### src/hdl/assert_macros.svh
// Assertion macros of the hash set binner RTL.
`ifndef ASSERT_MACROS_SVH
`define ASSERT_MACROS_SVH

// Same-cycle implication, disabled while reset is asserted.
`define ASSERT_IMPLIES(lbl, clk, rst_n, pre, post, msg) \
	lbl: assert property (@(posedge clk) disable iff (!rst_n) (pre) |-> (post)) \
		else $error(msg);

// Next-cycle implication, disabled while reset is asserted.
`define ASSERT_NEXT(lbl, clk, rst_n, pre, post, msg) \
	lbl: assert property (@(posedge clk) disable iff (!rst_n) (pre) |=> (post)) \
		else $error(msg);

`endif

### src/hdl/mhsb_pkg.sv
// Shared constants, types and helper functions of the hash set binner.
package mhsb_pkg;

	// Hash constants
	localparam logic [31:0] MIX_MUL     = 32'h5bd1e995;
	localparam int          WORD_SHIFT  = 24;
	localparam int          FIN_SHIFT_A = 13;
	localparam int          FIN_SHIFT_B = 15;

	// Register reset values
	localparam logic [31:0] SEED_RESET      = 32'd419;
	localparam logic [15:0] SET_COUNT_RESET = 16'd1;

	// Configuration register indexes
	localparam int          REG_IDX_W     = 1;
	localparam logic [REG_IDX_W-1:0] REG_HASH_SEED = 1'd0;
	localparam logic [REG_IDX_W-1:0] REG_SET_COUNT = 1'd1;

	// Hash queue depth default
	localparam int QUEUE_DEPTH_DEF = 2;

	// Remainder unit: quotient bits retired per cycle and loop steps per hash
	localparam int DIV_BITS  = 4;
	localparam int DIV_STEPS = 32 / DIV_BITS;
	localparam int DIV_CNT_W = $clog2(DIV_STEPS);

	typedef struct packed {
		logic [31:0] hash_seed;
		logic [15:0] set_count;
	} cfg_t;

	typedef struct packed {
		logic [31:0] hash;
	} hq_entry_t;

	// Multiply by the mixing constant, keeping the low 32 bits
	function automatic logic [31:0] mul_mix(input logic [31:0] a);
		logic [63:0] p;
		p = {32'd0, a} * {32'd0, MIX_MUL};
		return p[31:0];
	endfunction

endpackage

### src/hdl/murmur2_hash_set_binner_unit.sv
// Top level of the 32-bit MurmurHash2 set binner: config registers, front, queue, back.
// Keys stream in as little-endian 32-bit words; a word of four bytes or more passes
// through F_IDLE and F_WORD in the front end (split multiply chain), a short word
// through F_IDLE alone, and the last word of a key also through F_FIN (avalanche
// multiply) and F_PUSH (hand-off to the hash queue). Each finished hash then passes
// through the back end: B_IDLE takes it from the queue, B_DIV runs eight steps of the
// remainder loop, which retires four quotient bits per cycle, and B_OUT loads the
// output register; no new hash is taken before that load. The hash queue holds QUEUE_DEPTH
// finished hashes, so the front end keeps taking words while the back end divides and
// the queue has room; with short keys the remainder loop sets the sustained rate. The
// result sits in an output register until taken. Write configuration only while no key
// is in flight.
`include "assert_macros.svh"

module murmur2_hash_set_binner_unit #(
	parameter int QUEUE_DEPTH = mhsb_pkg::QUEUE_DEPTH_DEF
) (
	input  logic                           clk,
	input  logic                           arst_n,
	input  logic                           s_tvalid,
	output logic                           s_tready,
	input  logic [47:0]                    s_tdata,  // data_word, byte_count, key_length
	input  logic                           s_tlast,  // last_word
	input  logic                           s_tuser,  // first_word
	output logic                           m_tvalid,
	input  logic                           m_tready,
	output logic [47:0]                    m_tdata,  // hash_value, set_index
	input  logic                           cfg_we,
	input  logic [mhsb_pkg::REG_IDX_W-1:0] cfg_index,
	input  logic [31:0]                    cfg_data
);
	import mhsb_pkg::*;

	cfg_t        cfg_q;
	logic        q_push_valid;
	logic        q_push_ready;
	hq_entry_t   q_push_data;
	logic        q_pop_valid;
	logic        q_pop_ready;
	hq_entry_t   q_pop_data;
	logic [31:0] hash_value;
	logic [15:0] set_index;

	// Write configuration registers
	always_ff @(posedge clk or negedge arst_n) begin
		if (!arst_n) begin
			cfg_q.hash_seed <= SEED_RESET;
			cfg_q.set_count <= SET_COUNT_RESET;
		end else if (cfg_we) begin
			case (cfg_index)
				REG_HASH_SEED: cfg_q.hash_seed <= cfg_data;
				REG_SET_COUNT: cfg_q.set_count <= cfg_data[15:0];
				default: begin
				end
			endcase
		end
	end

	mhsb_front u_front (
		.clk        (clk),
		.arst_n     (arst_n),
		.cfg        (cfg_q),
		.in_valid   (s_tvalid),
		.in_ready   (s_tready),
		.data_word  (s_tdata[31:0]),
		.byte_count (s_tdata[34:32]),
		.key_length (s_tdata[44:35]),
		.first_word (s_tuser),
		.last_word  (s_tlast),
		.push_valid (q_push_valid),
		.push_ready (q_push_ready),
		.push_data  (q_push_data)
	);

	mhsb_queue #(
		.DEPTH (QUEUE_DEPTH)
	) u_queue (
		.clk        (clk),
		.arst_n     (arst_n),
		.push_valid (q_push_valid),
		.push_ready (q_push_ready),
		.push_data  (q_push_data),
		.pop_valid  (q_pop_valid),
		.pop_ready  (q_pop_ready),
		.pop_data   (q_pop_data)
	);

	mhsb_back u_back (
		.clk        (clk),
		.arst_n     (arst_n),
		.cfg        (cfg_q),
		.pop_valid  (q_pop_valid),
		.pop_ready  (q_pop_ready),
		.pop_data   (q_pop_data),
		.out_valid  (m_tvalid),
		.out_ready  (m_tready),
		.hash_value (hash_value),
		.set_index  (set_index)
	);

	assign m_tdata = {set_index, hash_value};

	// The front end takes no word while a finished hash waits for the queue
	`ASSERT_IMPLIES(a_ready_not_pushing, clk, arst_n, s_tready, !q_push_valid, "front ready while pushing")

	// A hash pushed into the queue is visible to the back end next cycle
	`ASSERT_NEXT(a_push_then_pop_valid, clk, arst_n, q_push_valid && q_push_ready, q_pop_valid, "queue lost an entry")

	// A delivered set index stays below the set count
	`ASSERT_IMPLIES(a_index_in_range, clk, arst_n, m_tvalid && (cfg_q.set_count != 16'd0), m_tdata[47:32] < cfg_q.set_count, "set index out of range")

endmodule

### src/hdl/mhsb_front.sv
// Front end: accepts key words and runs the word, tail and final mixing.
module mhsb_front (
	input  logic                clk,
	input  logic                arst_n,
	input  mhsb_pkg::cfg_t      cfg,
	input  logic                in_valid,
	output logic                in_ready,
	input  logic [31:0]         data_word,
	input  logic [2:0]          byte_count,
	input  logic [9:0]          key_length,
	input  logic                first_word,
	input  logic                last_word,
	output logic                push_valid,
	input  logic                push_ready,
	output mhsb_pkg::hq_entry_t push_data
);
	import mhsb_pkg::*;

	typedef enum logic [1:0] {
		F_IDLE,
		F_WORD,
		F_FIN,
		F_PUSH
	} fstate_t;

	fstate_t     state_q;
	logic [31:0] run_q;
	logic        last_q;
	logic [31:0] ta_s1;
	logic [31:0] tb_s1;
	logic [31:0] h_q;
	logic [31:0] fin_q;

	logic [31:0] base;
	logic        full;
	logic [31:0] tail_x;
	logic [31:0] mul_p;
	logic [31:0] tail_h;
	logic [31:0] ta_mix;
	logic [31:0] word_h;
	logic [31:0] fin_mul;

	// Seed or continue, then select the byte lanes that a short word brings
	always_comb begin
		base   = first_word ? (cfg.hash_seed ^ {22'd0, key_length}) : run_q;
		full   = (byte_count >= 3'd4);
		tail_x = base ^ {8'd0,
			(byte_count >= 3'd3) ? data_word[23:16] : 8'd0,
			(byte_count >= 3'd2) ? data_word[15:8]  : 8'd0,
			(byte_count >= 3'd1) ? data_word[7:0]   : 8'd0};
		mul_p  = mul_mix(full ? base : tail_x);
		tail_h = (byte_count != 3'd0) ? mul_p : base;
	end

	// Second half of the word step and first half of the avalanche
	always_comb begin
		ta_mix  = ta_s1 ^ (ta_s1 >> WORD_SHIFT);
		word_h  = tb_s1 ^ mul_mix(ta_mix);
		fin_mul = mul_mix(h_q ^ (h_q >> FIN_SHIFT_A));
	end

	assign in_ready       = (state_q == F_IDLE);
	assign push_valid     = (state_q == F_PUSH);
	assign push_data.hash = fin_q ^ (fin_q >> FIN_SHIFT_B);

	// Sequence one word through the shared mixing steps
	always_ff @(posedge clk or negedge arst_n) begin
		if (!arst_n) begin
			state_q <= F_IDLE;
			run_q   <= '0;
			last_q  <= 1'b0;
			ta_s1   <= '0;
			tb_s1   <= '0;
			h_q     <= '0;
			fin_q   <= '0;
		end else begin
			case (state_q)
				F_IDLE: begin
					if (in_valid) begin
						last_q <= last_word;
						ta_s1  <= mul_mix(data_word);
						tb_s1  <= mul_p;
						if (full) begin
							state_q <= F_WORD;
						end else if (last_word) begin
							h_q     <= tail_h;
							state_q <= F_FIN;
						end else begin
							run_q <= tail_h;
						end
					end
				end
				F_WORD: begin
					if (last_q) begin
						h_q     <= word_h;
						state_q <= F_FIN;
					end else begin
						run_q   <= word_h;
						state_q <= F_IDLE;
					end
				end
				F_FIN: begin
					fin_q   <= fin_mul;
					run_q   <= '0;
					state_q <= F_PUSH;
				end
				F_PUSH: begin
					if (push_ready) begin
						state_q <= F_IDLE;
					end
				end
				default: begin
					state_q <= F_IDLE;
				end
			endcase
		end
	end

endmodule

### src/hdl/mhsb_queue.sv
// Short queue of finished hashes between the front and back ends.
module mhsb_queue #(
	parameter int DEPTH = mhsb_pkg::QUEUE_DEPTH_DEF
) (
	input  logic                clk,
	input  logic                arst_n,
	input  logic                push_valid,
	output logic                push_ready,
	input  mhsb_pkg::hq_entry_t push_data,
	output logic                pop_valid,
	input  logic                pop_ready,
	output mhsb_pkg::hq_entry_t pop_data
);
	import mhsb_pkg::*;

	localparam int PTR_W = $clog2(DEPTH);
	localparam int CNT_W = $clog2(DEPTH + 1);

	hq_entry_t        mem_q [DEPTH];
	logic [PTR_W-1:0] wr_ptr_q;
	logic [PTR_W-1:0] rd_ptr_q;
	logic [CNT_W-1:0] count_q;
	logic             do_push;
	logic             do_pop;

	assign push_ready = (count_q != CNT_W'(DEPTH));
	assign pop_valid  = (count_q != '0);
	assign pop_data   = mem_q[rd_ptr_q];
	assign do_push    = push_valid && push_ready;
	assign do_pop     = pop_valid && pop_ready;

	// Store an entry on push
	always_ff @(posedge clk) begin
		if (do_push) begin
			mem_q[wr_ptr_q] <= push_data;
		end
	end

	// Advance pointers and fill count
	always_ff @(posedge clk or negedge arst_n) begin
		if (!arst_n) begin
			wr_ptr_q <= '0;
			rd_ptr_q <= '0;
			count_q  <= '0;
		end else begin
			if (do_push) begin
				wr_ptr_q <= (wr_ptr_q == PTR_W'(DEPTH - 1)) ? '0 : wr_ptr_q + 1'b1;
			end
			if (do_pop) begin
				rd_ptr_q <= (rd_ptr_q == PTR_W'(DEPTH - 1)) ? '0 : rd_ptr_q + 1'b1;
			end
			if (do_push && !do_pop) begin
				count_q <= count_q + 1'b1;
			end else if (do_pop && !do_push) begin
				count_q <= count_q - 1'b1;
			end
		end
	end

endmodule

### src/hdl/mhsb_back.sv
// Back end: reduces each finished hash into a set index and holds the result.
module mhsb_back (
	input  logic                clk,
	input  logic                arst_n,
	input  mhsb_pkg::cfg_t      cfg,
	input  logic                pop_valid,
	output logic                pop_ready,
	input  mhsb_pkg::hq_entry_t pop_data,
	output logic                out_valid,
	input  logic                out_ready,
	output logic [31:0]         hash_value,
	output logic [15:0]         set_index
);
	import mhsb_pkg::*;

	typedef enum logic [1:0] {
		B_IDLE,
		B_DIV,
		B_OUT
	} bstate_t;

	bstate_t              state_q;
	logic [31:0]          hash_q;
	logic [31:0]          mag_q;
	logic [15:0]          rem_q;
	logic [15:0]          div_q;
	logic                 neg_q;
	logic [DIV_CNT_W-1:0] cnt_q;
	logic                 out_v_q;
	logic [31:0]          out_hash_q;
	logic [15:0]          out_idx_q;

	logic [31:0] mag_nx;
	logic [15:0] rem_nx;
	logic [16:0] trial;
	logic [15:0] idx;
	logic        can_load;

	// Retire DIV_BITS quotient bits of the magnitude per cycle
	always_comb begin
		mag_nx = mag_q;
		rem_nx = rem_q;
		trial  = '0;
		for (int i = 0; i < DIV_BITS; i++) begin
			trial = {rem_nx, mag_nx[31]};
			if (trial >= {1'b0, div_q}) begin
				trial = trial - {1'b0, div_q};
			end
			rem_nx = trial[15:0];
			mag_nx = {mag_nx[30:0], 1'b0};
		end
	end

	// Fold the remainder back for a negative hash; no sets gives index zero
	always_comb begin
		if (div_q == 16'd0) begin
			idx = 16'd0;
		end else if (!neg_q || rem_q == 16'd0) begin
			idx = rem_q;
		end else begin
			idx = div_q - rem_q;
		end
	end

	assign can_load   = !out_v_q || out_ready;
	assign pop_ready  = (state_q == B_IDLE);
	assign out_valid  = out_v_q;
	assign hash_value = out_hash_q;
	assign set_index  = out_idx_q;

	// Take a hash, run the remainder loop, load the output register
	always_ff @(posedge clk or negedge arst_n) begin
		if (!arst_n) begin
			state_q    <= B_IDLE;
			hash_q     <= '0;
			mag_q      <= '0;
			rem_q      <= '0;
			div_q      <= '0;
			neg_q      <= 1'b0;
			cnt_q      <= '0;
			out_v_q    <= 1'b0;
			out_hash_q <= '0;
			out_idx_q  <= '0;
		end else begin
			// Raise on load, drop once the beat is taken
			if (state_q == B_OUT && can_load) begin
				out_v_q <= 1'b1;
			end else if (out_v_q && out_ready) begin
				out_v_q <= 1'b0;
			end
			case (state_q)
				B_IDLE: begin
					if (pop_valid) begin
						hash_q  <= pop_data.hash;
						neg_q   <= pop_data.hash[31];
						mag_q   <= pop_data.hash[31] ? (~pop_data.hash + 32'd1)
							: pop_data.hash;
						rem_q   <= '0;
						div_q   <= cfg.set_count;
						cnt_q   <= '0;
						state_q <= B_DIV;
					end
				end
				B_DIV: begin
					mag_q <= mag_nx;
					rem_q <= rem_nx;
					cnt_q <= cnt_q + 1'b1;
					if (cnt_q == DIV_CNT_W'(DIV_STEPS - 1)) begin
						state_q <= B_OUT;
					end
				end
				B_OUT: begin
					if (can_load) begin
						out_hash_q <= hash_q;
						out_idx_q  <= idx;
						state_q    <= B_IDLE;
					end
				end
				default: begin
					state_q <= B_IDLE;
				end
			endcase
		end
	end

endmodule

### config.mk
export PLATFORM = sky130hd
export DESIGN_NAME = murmur2_hash_set_binner_unit
export DESIGN_NICKNAME = d
export VERILOG_FILES = /design/src/hdl/mhsb_pkg.sv /design/src/hdl/murmur2_hash_set_binner_unit.sv /design/src/hdl/mhsb_front.sv /design/src/hdl/mhsb_queue.sv /design/src/hdl/mhsb_back.sv
export VERILOG_INCLUDE_DIRS = /design/src /design/src/hdl
export SDC_FILE = /design/constraint.sdc
export NUM_CORES = 2
export LEC_CHECK = 0
export BUFFER_PORTS_ARGS = -buffer_cell sky130_fd_sc_hd__clkbuf_2
export CAP_MARGIN = 40
export CORE_UTILIZATION = 65
export CTS_CLUSTER_DIAMETER = 150
export CTS_CLUSTER_SIZE = 24
export DETAILED_ROUTE_END_ITERATION = 8
export PLACE_DENSITY = 0.82
export SETUP_SLACK_MARGIN = 0.1
export SYNTH_ARGS = -nofsm -noshare
export SYNTH_HDL_FRONTEND = slang
export SYNTH_HIERARCHICAL = 1
export SYNTH_SLANG_ARGS = --single-unit
### constraint.sdc
create_clock -name clk -period 13.01 [get_ports clk]
set_clock_uncertainty 0.2 [all_clocks]
set_input_delay 0.6505 -clock clk [delete_from_list [all_inputs] [get_ports clk]]
set_output_delay 0.6505 -clock clk [all_outputs]
set_load 0.01 [all_outputs]
==> run metrics <==
Crit path buffers/inverters=5; Post-Syn Instances=5994; fin crit period=11.40 ns; slowest stage delay, CP=0.62 ns; post-placement cell count=7254; Yosys warning count=6; Reg2Reg Depth=42; initial core utilization=0.6552; number of synthesized flops with an enable pin=64; Reg clk slew, reported paths=0.10 ns; via count of the first global-routing pass=44.26k; post-synthesis net count=7745; Top Family by Delay on Critical Path=compound AO/OA/AOI/OAI gates; post-DR wirelength/cell=20.86 um; worst min-delay path class=primary input to flop; origin of the critical flop-to-flop path=u_back/div_q[1]; count of final hold-check violations=0; Syn Area/Cell=9.840 um^2; residual antenna-violating net count after detailed routing=0; pin count of the biggest net entering global routing=96; cell chosen for the clock root=clkbuf_16; combined area of the multi-input logic cells=42040 um^2; result of the run=completed; first-pass GRT wire length=240.0 mm; XOR/XNOR share of the synthesized area=0.06727; endpoint of the worst-slack reg-to-reg timing path=u_back/rem_q[11]; dpl ws=1.719 ns; wire length reported by the detailed router=152.3 mm; setup slack, reg-to-reg=1.61 ns; area of the die=91950 um^2; final worst setup slack=1.611 ns; arrival time of data at the critical path endpoint=11.70 ns; unrepaired setup endpoints after global routing=false; Post-Synthesis Cell Area=58980 um^2; simple-gate portion of the synthesized area=0.06803; # Max-Cap Violations=0; x dimension of the die=303.2 um; Final Max Tran Viols=0; main combinational cell family by area after synthesis=adder cells; fin crit share=0.8762; worst rel slew slack=0.3080; sequential fraction of the synthesis area=0.1876; remaining global-route overflow=0; clk sinks=429; Antenna diodes=0; fin nets=7857; portion of netlist area occupied by mux cells=0.04423; critical path's most frequent cell=o31a_1; worst setup path category=flop to flop; # fillers=6655; total negative slack=0 ns; Critical-path top delay cell=dfrtp_1; Setup Viol. Count Final=0; number of buffers added by the clock tree synthesis step=24; clock tree from TritonCTS=yes; core region area=90010 um^2; unique cell type count in the Yosys netlist=95; maximum frequency from static timing analysis=0.08773 GHz; largest fanout on the critical path=25; Avg Vias per Cell=5.816; overall fraction of global-route tracks in use=0.3399; Sequential cell area=11060 um^2; Most used DFF post-synth=dfrtp_1; proportion of layout cells with a drive suffix above 1=0.07822; detailed-router iteration count before antenna repair=6; number of antenna violations at the first check in global routing=4; post-synthesis adder-cell area fraction=0.4449; Crit path required time=13.31 ns; post-CTS setup buffers=0; startpoint types=flop; area overhead of the layout relative to synthesis=5.022%; DR iter-0 viols=3461; hold endpoint=cfg_q[47]; placer's final routability congestion estimate=1.004; Min-Delay Path Depth=2; number of top-level pins=138; proportion of synthesized flip-flops having asynchronous set or reset=0.8508; DRC violations left=0; origin of the worst min-delay path=cfg_data[31]; row count=110; transition at the pin with the smallest max-transition slack=1.027 ns; clock latency on the worst-skew pair=0.61 ns; FF+latch count, synth=429; half-perimeter wire length after placement=125.1 mm; level count of the clock H-tree=1; Die H=303.2 um; total via count after detailed routing=42.46k; critical path endpoint category=flop; count of buffers inserted at the top-level ports=134; area fraction in compound gates after synthesis=0.08728; number of non-filler instances in the completed layout=7300; maximum number of buffers from clock root to sink=3
==> how the worst max path moves through the flow <==
| stage | start | to | depth (start not counted) |
|---|---|---|---|
| floorplan | u_back/div_q[1] | u_back/rem_q[3] | 47 |
| detailed placement | u_back/div_q[1] | u_back/rem_q[11] | 42 |
| finish | u_back/div_q[1] | u_back/rem_q[11] | 42 |
| global placement | u_back/div_q[1] | u_back/rem_q[11] | 42 |
| global route | u_back/div_q[1] | u_back/rem_q[11] | 42 |
| CTS | u_back/div_q[1] | u_back/rem_q[11] | 42 |
==> state kept, by name, summed over array words and instances, names as in the netlist, 32 cells and up <==
register and cells:
u_back/hash_value 32, u_front/tb_s1 32, u_front/ta_s1 32, u_front/h_q 32
u_back/mag_q 32, cfg_q 48, u_queue/mem_q 64, u_front/fin_q 32
u_front/run_q 32, u_back/hash_q 32
==> cells by family (layout without fill, tap and decap cells) <==
group / Yosys count / in the layout
flops: 429 / 429
xor+xnor: 448 / 448
simple gates: 903 / 903
compound gates: 813 / 813
buf+inv: 1522 / 1652
fa+ha+maj: 1664 / 1664
mux: 215 / 215
==> routing by layer <==
| layer | part of all wire | vias to the layer above | global-route usage |
|---|---|---|---|
| met4 | 0.050 | 6 | 0.1450 |
| li1 | - | 19390 | - |
| met1 | 0.40 | 20970 | 0.4490 |
| met3 | 0.078 | 404 | 0.05112 |
| met5 | 0.00026 | - | 0 |
| met2 | 0.47 | 1697 | 0.5592 |
==> cell usage in the layout (no fill, tap or decap), drive strengths merged, types with 40 or more instances in the layout <==
cell / count
a21o: 78
xnor2: 277
o21a: 40
clkbuf: 171
a21oi: 190
mux2: 169
ha: 941
fa: 722
xor2: 170
dfrtp: 359
buf: 83
mux2i: 46
nand2: 470
inv: 1392
nor2: 173
nand3: 51
edfxtp: 64
o21ai: 269
==> synth_stat cells (7+ instances only) <==
cell,count,area [um^2]
buf_6,9,101.4
dfrtp_1,359,8984
inv_1,1388,5210
o21ai_0,255,1276
edfxtp_1,64,1922
or2_2,10,62.56
nor2b_1,26,162.7
a22oi_1,29,217.7
mux2_2,107,1205
mux2_4,62,930.9
xor2_1,166,1454
ha_1,941,11770
nand4_1,10,62.56
buf_1,11,41.29
clkbuf_1,84,315.3
o21bai_1,18,135.1
or3_1,25,156.4
o31a_1,14,122.6
and4_1,7,61.31
and2_1,16,100.1
o211ai_1,21,157.7
o31ai_1,18,135.1
a221o_1,7,70.07
a211oi_1,20,150.1
buf_4,17,127.6
nor2_1,172,645.6
nor4_1,12,75.07
a21oi_1,186,930.9
nand2b_1,28,175.2
a211o_1,7,61.31
o221ai_1,7,61.31
a21o_1,77,578.1
nor3_1,33,165.2
o21ai_1,13,65.06
a31oi_1,24,150.1
nand3_1,51,255.2
and3_1,17,106.4
nand2_1,466,1749
mux2i_1,45,450.4
xnor2_1,277,2426
o21a_1,40,300.3
fa_1,722,14450
==> cell type report <==
type                    instances  area share
multi-input cells            4043      0.6786
flip-flops and latches        429      0.1786
inverters                    1391     0.08429
well taps                    1176     0.02376
repair buffers                217     0.02252
clock buffers                  38     0.01054
clock inverters                 6    0.001616
==> metrics by stage <==
stage | instance area, um^2 | hold slack, ns | utilization
finish | 61940 | 0.09014 | 0.6881
global route | 61940 | 0.08325 | 0.6881
CTS | 61940 | 0.07331 | 0.6881
detailed placement | 61170 | 0.2488 | 0.6796
global placement | 61010 | 0.2505 | 0.6778
floorplan | 58980 | 0.1549 | -
==> what timing repair did <==
action,4_1_cts,5_1_grt
hold endpoints to repair,89,0
hold buffers,1,0
gates resized for setup,0,0
Power is left out: the tool's default activity adds up to more than one toggle a clock period on the data nets, which glitch-free logic cannot reach.
